**src/sv/ecgdmx_pkg.sv**
```systemverilog
// Shared types and constants for the packed 12-bit ECG block demultiplexer.
`default_nettype none
package ecgdmx_pkg;

  // Width of a data offset inside a block (blocks are at most 8192 bytes).
  localparam int OFFS_W = 13;
  // Width of the next-start offset: a data offset plus an even-up step and a tail skip.
  localparam int NS_W = 14;
  // Width of the header data size as it is assembled from two bytes.
  localparam int DLEN_W = 16;
  // Width of the ECG sample counter within one macroblock.
  localparam int CNT_W = 11;
  // Width of the internal channel counter (one above the largest channel).
  localparam int CH_W = 4;

  localparam logic [3:0] NIBBLE_MASK = 4'hf;
  localparam logic [CNT_W-1:0] COUNT_CAP = 11'd2047;

  // Register map, in order of byte address.
  typedef enum logic [1:0] {
    REG_FRAMES   = 2'd0,
    REG_OFFSET   = 2'd1,
    REG_TAIL     = 2'd2,
    REG_MAX_SIZE = 2'd3
  } reg_idx_t;

  typedef struct packed {
    logic [7:0]  ecg_frames_per_macroblock;
    logic [11:0] sample_offset;
    logic [7:0]  tail_bytes;
    logic [12:0] max_data_size;
  } cfg_t;

  // One classified byte handed from the front end to the back end.
  typedef struct packed {
    logic              restart;   // a new block began since the previous entry
    logic              reject;    // the header size was bad: emit a status beat
    logic              eligible;  // size known and offset within the data size
    logic [OFFS_W-1:0] offs;      // data offset of this byte
    logic [7:0]        data;
  } entry_t;

endpackage
`default_nettype wire

```
**src/sv/ecgdmx_if.sv**
```systemverilog
// Valid/ready channel interfaces for raw block bytes and for results.
`default_nettype none
interface ecgdmx_byte_if;
  logic       valid;
  logic       ready;
  logic [7:0] data_byte;
  logic       block_start;

  modport source(output valid, data_byte, block_start, input ready);
  modport sink(input valid, data_byte, block_start, output ready);
endinterface

interface ecgdmx_res_if;
  logic              valid;
  logic              ready;
  logic signed [12:0] sample;
  logic [2:0]        channel;
  logic              status;

  modport source(output valid, sample, channel, status, input ready);
  modport sink(input valid, sample, channel, status, output ready);
endinterface
`default_nettype wire

```
**src/sv/ecgdmx_front.sv**
```systemverilog
// Front end: tracks the byte position and header size and classifies every byte.
`default_nettype none
module ecgdmx_front #(
  parameter int HEADER_BYTES = 24,
  parameter int BLOCK_BYTES  = 4096,
  parameter int SIZE_HI_POS  = 0,
  parameter int SIZE_LO_POS  = 1
) (
  input  wire                  clk,
  input  wire                  rst,
  input  ecgdmx_pkg::cfg_t     cfg,
  ecgdmx_byte_if.sink          raw,
  input  wire                  full,
  output logic                 push,
  output ecgdmx_pkg::entry_t   entry
);

  localparam int POS_W = $clog2(BLOCK_BYTES + 1);
  localparam int SIZE_DONE = (SIZE_HI_POS > SIZE_LO_POS) ? SIZE_HI_POS : SIZE_LO_POS;
  localparam logic [POS_W-1:0] BLOCK_END = POS_W'(BLOCK_BYTES);

  logic [POS_W-1:0]              pos, pos_next, pos_b;
  logic [ecgdmx_pkg::DLEN_W-1:0] dlen, dlen_next, dlen_b;
  logic                          rejected, rejected_next, rejected_b;
  logic                          pend, pend_next, pend_b;
  logic [31:0]                   pos32;
  logic                          fire, want_push, bad_size;

  assign raw.ready = !full;
  assign fire      = raw.valid && raw.ready;
  assign push      = fire && want_push;

  always_comb begin
    pos_b      = raw.block_start ? '0 : pos;
    dlen_b     = raw.block_start ? '0 : dlen;
    rejected_b = raw.block_start ? 1'b0 : rejected;
    pend_b     = raw.block_start | pend;
    pos32      = 32'(pos_b);

    pos_next      = pos_b;
    dlen_next     = dlen_b;
    rejected_next = rejected_b;
    pend_next     = pend_b;
    want_push     = 1'b0;
    bad_size      = 1'b0;

    entry          = '0;
    entry.restart  = pend_b;
    entry.data     = raw.data_byte;
    entry.offs     = ecgdmx_pkg::OFFS_W'(pos32 - 32'(HEADER_BYTES));

    if (pos_b < BLOCK_END) begin
      pos_next = pos_b + POS_W'(1);
      if (pos32 == 32'(SIZE_HI_POS)) dlen_next = {raw.data_byte, dlen_next[7:0]};
      if (pos32 == 32'(SIZE_LO_POS)) dlen_next = {dlen_next[15:8], raw.data_byte};
      bad_size = (dlen_next == '0) ||
                 (dlen_next > ecgdmx_pkg::DLEN_W'(cfg.max_data_size));
      if (pos32 == 32'(SIZE_DONE) && !rejected_b && bad_size) begin
        want_push     = 1'b1;
        entry.reject  = 1'b1;
        rejected_next = 1'b1;
      end else if (!rejected_b && pos32 >= 32'(HEADER_BYTES)) begin
        want_push      = 1'b1;
        entry.eligible = (pos32 >= 32'(SIZE_DONE)) &&
                         (ecgdmx_pkg::DLEN_W'(entry.offs) < dlen_next);
      end
    end
    if (want_push) pend_next = 1'b0;
  end

  always_ff @(posedge clk) begin
    if (rst) begin
      pos      <= '0;
      dlen     <= '0;
      rejected <= 1'b0;
      pend     <= 1'b0;
    end else if (fire) begin
      pos      <= pos_next;
      dlen     <= dlen_next;
      rejected <= rejected_next;
      pend     <= pend_next;
    end
  end

endmodule
`default_nettype wire

```
**src/sv/ecgdmx_fifo.sv**
```systemverilog
// Four-entry queue of classified bytes between the front and back ends.
`default_nettype none
module ecgdmx_fifo (
  input  wire                 clk,
  input  wire                 rst,
  input  wire                 push,
  input  ecgdmx_pkg::entry_t  push_data,
  output logic                full,
  input  wire                 pop,
  output ecgdmx_pkg::entry_t  pop_data,
  output logic                empty
);

  localparam int DEPTH = 4;
  localparam int PTR_W = $clog2(DEPTH);

  ecgdmx_pkg::entry_t store [DEPTH];
  logic [PTR_W-1:0]   wr_ptr, rd_ptr;
  logic [PTR_W:0]     count;

  assign full     = (count == (PTR_W+1)'(DEPTH));
  assign empty    = (count == '0);
  assign pop_data = store[rd_ptr];

  always_ff @(posedge clk) begin
    if (push) store[wr_ptr] <= push_data;
  end

  always_ff @(posedge clk) begin
    if (rst) begin
      wr_ptr <= '0;
      rd_ptr <= '0;
      count  <= '0;
    end else begin
      if (push) wr_ptr <= wr_ptr + PTR_W'(1);
      if (pop)  rd_ptr <= rd_ptr + PTR_W'(1);
      case ({push, pop})
        2'b10:   count <= count + (PTR_W+1)'(1);
        2'b01:   count <= count - (PTR_W+1)'(1);
        default: count <= count;
      endcase
    end
  end

endmodule
`default_nettype wire

```
**src/sv/ecgdmx_back.sv**
```systemverilog
// Back end: unpacks 12-bit samples, assigns channels and holds the result register.
`default_nettype none
module ecgdmx_back #(
  parameter int ECG_CHANNELS   = 3,
  parameter int TOTAL_CHANNELS = 6
) (
  input  wire                 clk,
  input  wire                 rst,
  input  ecgdmx_pkg::cfg_t    cfg,
  input  ecgdmx_pkg::entry_t  e,
  input  wire                 empty,
  output logic                pop,
  ecgdmx_res_if.source        result
);

  localparam logic [ecgdmx_pkg::CH_W-1:0]  ECG_CH   = ecgdmx_pkg::CH_W'(ECG_CHANNELS);
  localparam logic [ecgdmx_pkg::CH_W-1:0]  TOTAL_CH = ecgdmx_pkg::CH_W'(TOTAL_CHANNELS);
  localparam logic [ecgdmx_pkg::CNT_W-1:0] ECG_N    = ecgdmx_pkg::CNT_W'(ECG_CHANNELS);

  logic [ecgdmx_pkg::NS_W-1:0]  ns, ns_b, ns_n;
  logic                         phase, phase_b, phase_n;
  logic [7:0]                   held, held_b, held_n;
  logic [ecgdmx_pkg::CH_W-1:0]  ch, ch_b, ch_n;
  logic [ecgdmx_pkg::CNT_W-1:0] cnt, cnt_b, cnt_n;
  logic                         motion, motion_b, motion_n;
  logic [ecgdmx_pkg::CNT_W-1:0] ecg_total;
  logic [11:0]                  raw12;
  logic                         hit;

  logic               out_valid;
  logic [12:0]        out_sample;
  logic [2:0]         out_channel;
  logic               out_status;

  assign ecg_total = ecgdmx_pkg::CNT_W'(cfg.ecg_frames_per_macroblock) * ECG_N;
  assign pop       = !empty && (!out_valid || result.ready);

  always_comb begin
    ns_b     = e.restart ? '0 : ns;
    phase_b  = e.restart ? 1'b0 : phase;
    held_b   = e.restart ? '0 : held;
    ch_b     = e.restart ? '0 : ch;
    cnt_b    = e.restart ? '0 : cnt;
    motion_b = e.restart ? 1'b0 : motion;

    ns_n     = ns_b;
    phase_n  = phase_b;
    held_n   = e.reject ? held_b : e.data;
    ch_n     = ch_b;
    cnt_n    = cnt_b;
    motion_n = motion_b;

    hit   = !e.reject && e.eligible &&
            (ecgdmx_pkg::NS_W'(e.offs) == ns_b + ecgdmx_pkg::NS_W'(1));
    raw12 = phase_b ? {e.data, held_b[7:4]} : {e.data[3:0] & ecgdmx_pkg::NIBBLE_MASK, held_b};

    if (hit) begin
      ns_n    = ns_b + (phase_b ? ecgdmx_pkg::NS_W'(2) : ecgdmx_pkg::NS_W'(1));
      phase_n = !phase_b;
      ch_n    = ch_b + ecgdmx_pkg::CH_W'(1);
      if (!motion_b) begin
        if (ch_n >= ECG_CH) ch_n = '0;
        if (cnt_b < ecgdmx_pkg::COUNT_CAP) cnt_n = cnt_b + ecgdmx_pkg::CNT_W'(1);
        if (cnt_n == ecg_total) begin
          // Motion samples start on an even data offset.
          if (ns_n[0]) begin
            ns_n    = ns_n + ecgdmx_pkg::NS_W'(1);
            phase_n = 1'b0;
          end
          motion_n = 1'b1;
          ch_n     = ECG_CH;
        end
      end
      if (motion_n && ch_n >= TOTAL_CH) begin
        ch_n     = '0;
        cnt_n    = '0;
        motion_n = 1'b0;
        ns_n     = ns_n + ecgdmx_pkg::NS_W'(cfg.tail_bytes);
        phase_n  = 1'b0;
      end
    end
  end

  always_ff @(posedge clk) begin
    if (rst) begin
      ns     <= '0;
      phase  <= 1'b0;
      held   <= '0;
      ch     <= '0;
      cnt    <= '0;
      motion <= 1'b0;
    end else if (pop) begin
      ns     <= ns_n;
      phase  <= phase_n;
      held   <= held_n;
      ch     <= ch_n;
      cnt    <= cnt_n;
      motion <= motion_n;
    end
  end

  always_ff @(posedge clk) begin
    if (rst) begin
      out_valid <= 1'b0;
    end else if (pop && (e.reject || hit)) begin
      out_valid <= 1'b1;
    end else if (result.ready) begin
      out_valid <= 1'b0;
    end
  end

  always_ff @(posedge clk) begin
    if (pop && (e.reject || hit)) begin
      out_status  <= e.reject;
      out_sample  <= e.reject ? '0 : (13'(raw12) - 13'(cfg.sample_offset));
      out_channel <= e.reject ? '0 : ch_b[2:0];
    end
  end

  assign result.valid   = out_valid;
  assign result.sample  = $signed(out_sample);
  assign result.channel = out_channel;
  assign result.status  = out_status;

endmodule
`default_nettype wire

```
**src/sv/ecg_block_12bit_demux_top.sv**
```systemverilog
// Top level of the packed 12-bit ECG block demultiplexer with its register port.
// The block takes one raw byte of an ECG data block per beat on the raw channel and
// returns at most one beat per byte on the result channel. A block begins at the byte
// flagged with block_start (after reset the first byte also counts as the start). The
// data size is read big-endian from two header positions; a size of zero or any size
// above max_data_size produces a single status beat (status 1, sample and channel 0)
// and the rest of that block is dropped. Data bytes hold pairs of 12-bit samples packed
// low-nibble first; each sample, less sample_offset, is returned as a signed 13-bit
// value with its channel, first the ECG channels round robin for the configured number
// of frames, then one sample per motion channel, after which tail_bytes bytes are
// skipped. Throughput is one byte per clock cycle, sustained, in both directions,
// while the result side does not stall. A byte travels through a classifying front
// end, a four-entry queue and an unpacking back end; the front end writes the byte's
// entry into the queue, and the back end pops it and loads the result register. A stall
// on the result side fills the queue and only then lowers raw.ready. Registers are
// written through the APB port and must only be changed while no byte is in flight.
`default_nettype none
module ecg_block_12bit_demux_top #(
  parameter int ECG_CHANNELS   = 3,
  parameter int TOTAL_CHANNELS = 6,
  parameter int HEADER_BYTES   = 24,
  parameter int BLOCK_BYTES    = 4096,
  parameter int SIZE_HI_POS    = 0,
  parameter int SIZE_LO_POS    = 1
) (
  input  wire          clk,
  input  wire          rst,
  ecgdmx_byte_if.sink  raw,
  ecgdmx_res_if.source result,
  input  wire          psel,
  input  wire          penable,
  input  wire          pwrite,
  input  wire  [3:0]   paddr,
  input  wire  [31:0]  pwdata,
  output logic [31:0]  prdata,
  output logic         pready
);

  ecgdmx_pkg::cfg_t     cfg;
  ecgdmx_pkg::reg_idx_t reg_idx;
  ecgdmx_pkg::entry_t   push_entry, pop_entry;
  logic                 push, pop, full, empty;
  logic                 reg_write;

  // The register port never inserts wait states.
  assign pready    = 1'b1;
  assign reg_idx   = ecgdmx_pkg::reg_idx_t'(paddr[3:2]);
  assign reg_write = psel && penable && pwrite && pready;

  // Configuration registers, reset to their documented defaults.
  always_ff @(posedge clk) begin
    if (rst) begin
      cfg.ecg_frames_per_macroblock <= 8'd40;
      cfg.sample_offset             <= 12'd2048;
      cfg.tail_bytes                <= 8'd0;
      cfg.max_data_size             <= 13'd4072;
    end else if (reg_write) begin
      case (reg_idx)
        ecgdmx_pkg::REG_FRAMES:   cfg.ecg_frames_per_macroblock <= pwdata[7:0];
        ecgdmx_pkg::REG_OFFSET:   cfg.sample_offset             <= pwdata[11:0];
        ecgdmx_pkg::REG_TAIL:     cfg.tail_bytes                <= pwdata[7:0];
        ecgdmx_pkg::REG_MAX_SIZE: cfg.max_data_size             <= pwdata[12:0];
        default: ;
      endcase
    end
  end

  // Read data is taken straight from the registers.
  always_comb begin
    case (reg_idx)
      ecgdmx_pkg::REG_FRAMES:   prdata = 32'(cfg.ecg_frames_per_macroblock);
      ecgdmx_pkg::REG_OFFSET:   prdata = 32'(cfg.sample_offset);
      ecgdmx_pkg::REG_TAIL:     prdata = 32'(cfg.tail_bytes);
      ecgdmx_pkg::REG_MAX_SIZE: prdata = 32'(cfg.max_data_size);
      default:                  prdata = '0;
    endcase
  end

  // The front end follows the block layout and tags every byte that the back end
  // must see: data bytes, with whether they fall inside the announced size, and the
  // single rejection beat. A block start is carried on the next tagged byte so that
  // the back end clears its unpacking state in step with the stream.
  ecgdmx_front #(
    .HEADER_BYTES(HEADER_BYTES),
    .BLOCK_BYTES (BLOCK_BYTES),
    .SIZE_HI_POS (SIZE_HI_POS),
    .SIZE_LO_POS (SIZE_LO_POS)
  ) u_front (
    .clk  (clk),
    .rst  (rst),
    .cfg  (cfg),
    .raw  (raw),
    .full (full),
    .push (push),
    .entry(push_entry)
  );

  // The queue decouples the two halves so a result stall does not stop byte intake
  // until four tagged bytes are waiting.
  ecgdmx_fifo u_fifo (
    .clk      (clk),
    .rst      (rst),
    .push     (push),
    .push_data(push_entry),
    .full     (full),
    .pop      (pop),
    .pop_data (pop_entry),
    .empty    (empty)
  );

  // The back end merges nibbles into samples, walks the channel order and drives the
  // result register, which is reloaded in the same cycle as it is emptied.
  ecgdmx_back #(
    .ECG_CHANNELS  (ECG_CHANNELS),
    .TOTAL_CHANNELS(TOTAL_CHANNELS)
  ) u_back (
    .clk   (clk),
    .rst   (rst),
    .cfg   (cfg),
    .e     (pop_entry),
    .empty (empty),
    .pop   (pop),
    .result(result)
  );

endmodule
`default_nettype wire

```
**src/flat_wrapper.sv**
```systemverilog
// flat-port wrapper written by rule: the top's interface ports become plain ports
module ecg_block_12bit_demux_top_flat 
#(
  parameter int ECG_CHANNELS   = 3,
  parameter int TOTAL_CHANNELS = 6,
  parameter int HEADER_BYTES   = 24,
  parameter int BLOCK_BYTES    = 4096,
  parameter int SIZE_HI_POS    = 0,
  parameter int SIZE_LO_POS    = 1
)
  (clk, rst, psel, penable, pwrite, paddr, pwdata, prdata, pready, raw_valid, raw_data_byte, raw_block_start, raw_ready, result_valid, result_sample, result_channel, result_status, result_ready);
  ecgdmx_byte_if raw_i ();
  ecgdmx_res_if result_i ();
  input  wire clk;
  input  wire rst;
  input  wire psel;
  input  wire penable;
  input  wire pwrite;
  input  wire  [3:0] paddr;
  input  wire  [31:0] pwdata;
  output logic [31:0] prdata;
  output logic pready;
  input wire logic [$bits(raw_i.valid)-1:0] raw_valid;
  input wire logic [$bits(raw_i.data_byte)-1:0] raw_data_byte;
  input wire logic [$bits(raw_i.block_start)-1:0] raw_block_start;
  output wire logic [$bits(raw_i.ready)-1:0] raw_ready;
  output wire logic [$bits(result_i.valid)-1:0] result_valid;
  output wire logic [$bits(result_i.sample)-1:0] result_sample;
  output wire logic [$bits(result_i.channel)-1:0] result_channel;
  output wire logic [$bits(result_i.status)-1:0] result_status;
  input wire logic [$bits(result_i.ready)-1:0] result_ready;
  assign raw_i.valid = raw_valid;
  assign raw_i.data_byte = raw_data_byte;
  assign raw_i.block_start = raw_block_start;
  assign raw_ready = raw_i.ready;
  assign result_valid = result_i.valid;
  assign result_sample = result_i.sample;
  assign result_channel = result_i.channel;
  assign result_status = result_i.status;
  assign result_i.ready = result_ready;
  ecg_block_12bit_demux_top #(.ECG_CHANNELS(ECG_CHANNELS), .TOTAL_CHANNELS(TOTAL_CHANNELS), .HEADER_BYTES(HEADER_BYTES), .BLOCK_BYTES(BLOCK_BYTES), .SIZE_HI_POS(SIZE_HI_POS), .SIZE_LO_POS(SIZE_LO_POS)) u_core (.clk(clk), .rst(rst), .raw(raw_i), .result(result_i), .psel(psel), .penable(penable), .pwrite(pwrite), .paddr(paddr), .pwdata(pwdata), .prdata(prdata), .pready(pready));
endmodule
```
**config.mk**
```make
export PLATFORM = sky130hd
export DESIGN_NAME = ecg_block_12bit_demux_top_flat
export DESIGN_NICKNAME = d
export VERILOG_FILES = /design/src/sv/ecgdmx_pkg.sv /design/src/sv/ecgdmx_if.sv /design/src/sv/ecgdmx_front.sv /design/src/sv/ecgdmx_fifo.sv /design/src/sv/ecgdmx_back.sv /design/src/sv/ecg_block_12bit_demux_top.sv /design/src/flat_wrapper.sv
export SDC_FILE = /design/constraint.sdc
export NUM_CORES = 1
export LEC_CHECK = 0
export ABC_AREA = 1
export BUFFER_PORTS_ARGS = -buffer_cell sky130_fd_sc_hd__buf_2
export CORE_ASPECT_RATIO = 0.5
export CORE_MARGIN = 2
export CORE_UTILIZATION = 55
export DETAILED_ROUTE_END_ITERATION = 10
export HOLD_SLACK_MARGIN = 0.1
export PLACE_DENSITY = 0.76
export SLEW_MARGIN = 20
export SYNTH_ARGS = -nofsm -noshare
export SYNTH_HDL_FRONTEND = slang
export SYNTH_HIERARCHICAL = 1
export SYNTH_SLANG_ARGS = --single-unit
```
**constraint.sdc**
```tcl
create_clock -name clk -period 4.5 [get_ports clk]
set_input_delay 0.225 -clock clk [delete_from_list [all_inputs] [get_ports clk]]
set_output_delay 0.225 -clock clk [all_outputs]
set_load 0.005 [all_outputs]
```
==> impl_metrics.py <==
metrics = {
    "synth": {
        "synthMuxAreaShare": 0,
        "yosysTopAreaCell": "edfxtp_1",
        "synth_fa_ha_area_frac": 0.0601,
        "synth_area_leaders": "edfxtp_1 (22%), dfxtp_1 (16%), nand2_1 (9.9%)",
        "synthSimpleGateAreaFrac": 0.280,
        "synth_compound_area_frac": 0.147,
        "syn_area_per_cell_sq_um": 7.61,
        "yosys_warnings": 6,
        "synth_cell_type_count": 65,
        "ys_seq_elements": 234,
        "synth_top_family_by_area": "simple AND/OR/NAND/NOR gates",
        "ys_seq_area_frac": 0.377,
        "synth-xor-area-share": 0.0283,
        "syn-cell-area_sq_um": 15400,
        "synth_edf_count": 113,
        "synthArstFlopShare": 0,
        "yosys_most_used_dff": "dfxtp_1",
        "yosys.area.top_type_share": 0.220,
        "synth_cells": 2024,
    },
    "cts": {
        "cts_tree": "done",
        "cts_made_buffers": 24,
        "clk_path_buf_depth": 3,
        "cts.sinks": 234,
        "path_clk_slew_ps": 70,
        "cts-root-buf": "clkbuf_16",
        "clkLatencyLatePin_ps": 560,
        "h-tree-depth": 1,
    },
    "job": {
        "max_cap_violations": 0,
    },
    "sta": {
        "period_share": 1.04,
        "relSlewSlack": 0.387,
        "fmax_ghz": 0.213,
        "rsz0062_at_grt": "true",
        "worst_pin_slew_ps": 914,
        "finalSetupViolCount": 7,
        "min_period_ps": 4690,
        "timing.final.ws_setup_ps": -186,
        "whs_ps": 138,
        "hold_viol": 0,
        "finalMaxSlewViolations": 0,
        "finClkSkew_ps": 17.7,
    },
    "detailed_routing": {
        "antenna_left": 0,
        "drt-total-wl_um": 42100,
        "dr_total_vias": 14300,
        "firstDrtPassIters": 5,
        "vias_per_cell": 5.50,
        "avgRoutedWirePerCell_um": 16.3,
        "drc": 0,
        "first_iter_violations": 1273,
    },
    "placed_design": {
        "port-buffer-count": 62,
        "dp_hpwl_um": 29400,
        "place_congestion": 0.929,
        "placed_cell_area_sq_um": 16500,
    },
    "critical_path": {
        "endpoint_kind": "flop",
        "crit_path_top_delay_cell": "dfxtp_4",
        "critPathArrivalTime_ps": 5100,
        "max_stage_delay_ps": 370,
        "critPathMaxFanout": 6,
        "crit_family": "simple AND/OR/NAND/NOR gates",
        "required_ps": 4910,
        "critical_path_class": "flop to flop",
        "crit_top_cell": "nor2_4",
        "crit_buf_inv": 6,
        "start_kind": "flop",
    },
    "power_and_ir_drop": {
        "power_density_nw_per_um2": 483,
        "p_leak_uw": 0.00789,
        "ir_drop_uv": 277,
    },
    "floorplanning": {
        "dieArea_sq_um": 29500,
        "core_sq_um": 27600,
        "die_w_um": 241,
        "initial_core_util": 0.558,
        "die-height_um": 122,
        "row_count": 43,
        "ios": 104,
    },
    "worst_hold_path": {
        "hold_class": "input pin to flop",
        "min_from": "raw_valid",
    },
    "grt": {
        "grtUsageTotal": 0.281,
        "grt_pass1_wl_um": 65700,
        "grt_max_degree": 42,
        "first_global_vias": 13000,
        "gr-total-overflow": 0,
        "grt_antenna_before_repair": 0,
    },
    "status": {
        "violations": "setup timing",
        "status": "finished with violations",
    },
    "cells_and_area": {
        "finalInstanceArea_sq_um": 18100,
        "nets": 2313,
        "area_growth_pct": 17.6,
        "drive_gt1_frac": 0.198,
        "diodes": 0,
    },
}
==> logic make-up (layout without fill, tap and decap cells) <==
family,count (synthesis),after routing
AO/OA/AOI/OAI,382,382
XOR/XNOR,49,49
adder cells (fa/ha/maj),71,71
buffers and inverters,362,527
flip-flops,234,234
other,2,20
AND/OR/NAND/NOR,924,925
==> power by group <==
group / internal (uW) / switching (uW)
Combinational: 1380 / 2430
Clock: 1240 / 942
Sequential: 2560 / 205
Total: 5180 / 3580
==> synthesized netlist by cell type (5+ instances only) <==
cell / count
nand2_4: 6
nand3_4: 6
xnor2_1: 19
fa_1: 5
o21ai_1: 14
nor2_2: 34
dfxtp_1: 121
nor2_1: 221
a31oi_1: 5
edfxtp_1: 113
nand4_1: 37
buf_2: 18
clkbuf_1: 22
buf_6: 12
buf_1: 7
nand3_1: 128
xor2_1: 29
buf_4: 34
nor3_1: 19
nand3b_1: 10
o21bai_1: 6
a211oi_1: 16
o21ai_0: 155
nor2_4: 13
a21oi_1: 130
a21oi_2: 5
ha_1: 66
inv_1: 251
nand2_2: 19
nand2_1: 405
inv_2: 9
o22ai_2: 20
==> final timing paths <==
| path | end | slack, ps | depth (start not counted) |
|---|---|---|---|
| min | u_core/u_front/dlen[0] | 140 | 4 |
| max | u_core/u_back/ns[12] | -190 | 36 |
| min reg2reg | u_core/u_back/ch[3] | 440 | 2 |
| max reg2reg | u_core/u_back/ns[12] | -190 | 36 |
==> cell usage in the layout, fill, tap and decap left out, types with 7 or more instances in the layout <==
| master | n |
|---|---|
| nor3_1 | 19 |
| nand3b_1 | 10 |
| a21oi_2 | 14 |
| edfxtp_1 | 113 |
| a21oi_1 | 121 |
| nand2_1 | 394 |
| nor2_2 | 41 |
| conb_1 | 20 |
| ha_1 | 63 |
| nor2_4 | 21 |
| buf_2 | 62 |
| a211oi_1 | 15 |
| nand2_2 | 28 |
| clkinv_4 | 7 |
| dfxtp_1 | 120 |
| o21ai_1 | 16 |
| o22ai_2 | 19 |
| nor2_1 | 206 |
| buf_6 | 7 |
| clkbuf_16 | 24 |
| nand3_4 | 7 |
| inv_2 | 12 |
| nand3_2 | 11 |
| dlygate4sd3_1 | 24 |
| inv_1 | 247 |
| xor2_1 | 26 |
| xnor2_1 | 19 |
| nand3_1 | 121 |
| o21ai_0 | 148 |
| buf_4 | 119 |
| nand4_1 | 37 |
==> registers in the layout, summed over array words and instances, names as in the netlist, named ones only <==
signal,count
u_core/u_back/phase,1
u_core/u_back/cnt,11
u_core/cfg,41
u_core/u_fifo/count,3
u_core/u_back/held,8
u_core/u_back/result.valid,1
u_core/u_front/dlen,16
u_core/u_front/rejected,1
u_core/u_back/result.sample,13
u_core/u_back/ch,4
u_core/u_front/pos,13
u_core/u_back/result.channel,3
u_core/u_fifo/store,96
u_core/u_back/motion,1
u_core/u_fifo/rd_ptr,2
u_core/u_back/result.status,1
u_core/u_front/pend,1
u_core/u_fifo/wr_ptr,2
u_core/u_back/ns,14
==> routing by layer <==
| layer | share of wire | up-vias | track usage |
|---|---|---|---|
| met5 | 0 | - | 0 |
| met4 | 0.035 | 0 | 0.105 |
| met3 | 0.081 | 101 | 0.0495 |
| met2 | 0.45 | 577 | 0.455 |
| met1 | 0.43 | 6575 | 0.380 |
| li1 | - | 6998 | - |
==> stage by stage <==
step                      setup WS [ps]   util  setup TNS [ps]  cells  total power [uW]
after floorplan                    3.27      -               0   2042              5280
after global placement            -32.0  0.596           -72.8   2485              6210
after detailed placement           -177  0.596            -550   2485              6290
after CTS                          9.29  0.643               0   2568              8550
after global routing               -514  0.657           -3080   2590              9280
final                              -186  0.657            -948   2590              8760
==> worst min-delay path: cells and delay by family <==
family | cells | cell delay [ps]
buffers and inverters | 1 | 100
AO/OA/AOI/OAI | 1 | 60
AND/OR/NAND/NOR | 2 | 260
==> what timing repair did <==
item,in CTS,in global routing
hold buffers,24,0
buffers inserted,14,22
pin swaps,25,40
resized for setup,22,52
cloned,1,0
setup endpoints to repair,5,9
hold endpoints to repair,73,0
==> layout make-up <==
| class | count | area, sq um |
|---|---|---|
| Fill cell | 2237 | 9470 |
| Multi-Input combinational cell | 1447 | 8330 |
| Sequential cell | 234 | 5820 |
| Timing Repair Buffer | 216 | 1600 |
| Inverter | 267 | 1030 |
| Clock buffer | 25 | 604 |
| Tap cell | 382 | 478 |
| Clock inverter | 19 | 259 |
Power figures use the tool's default switching activity.
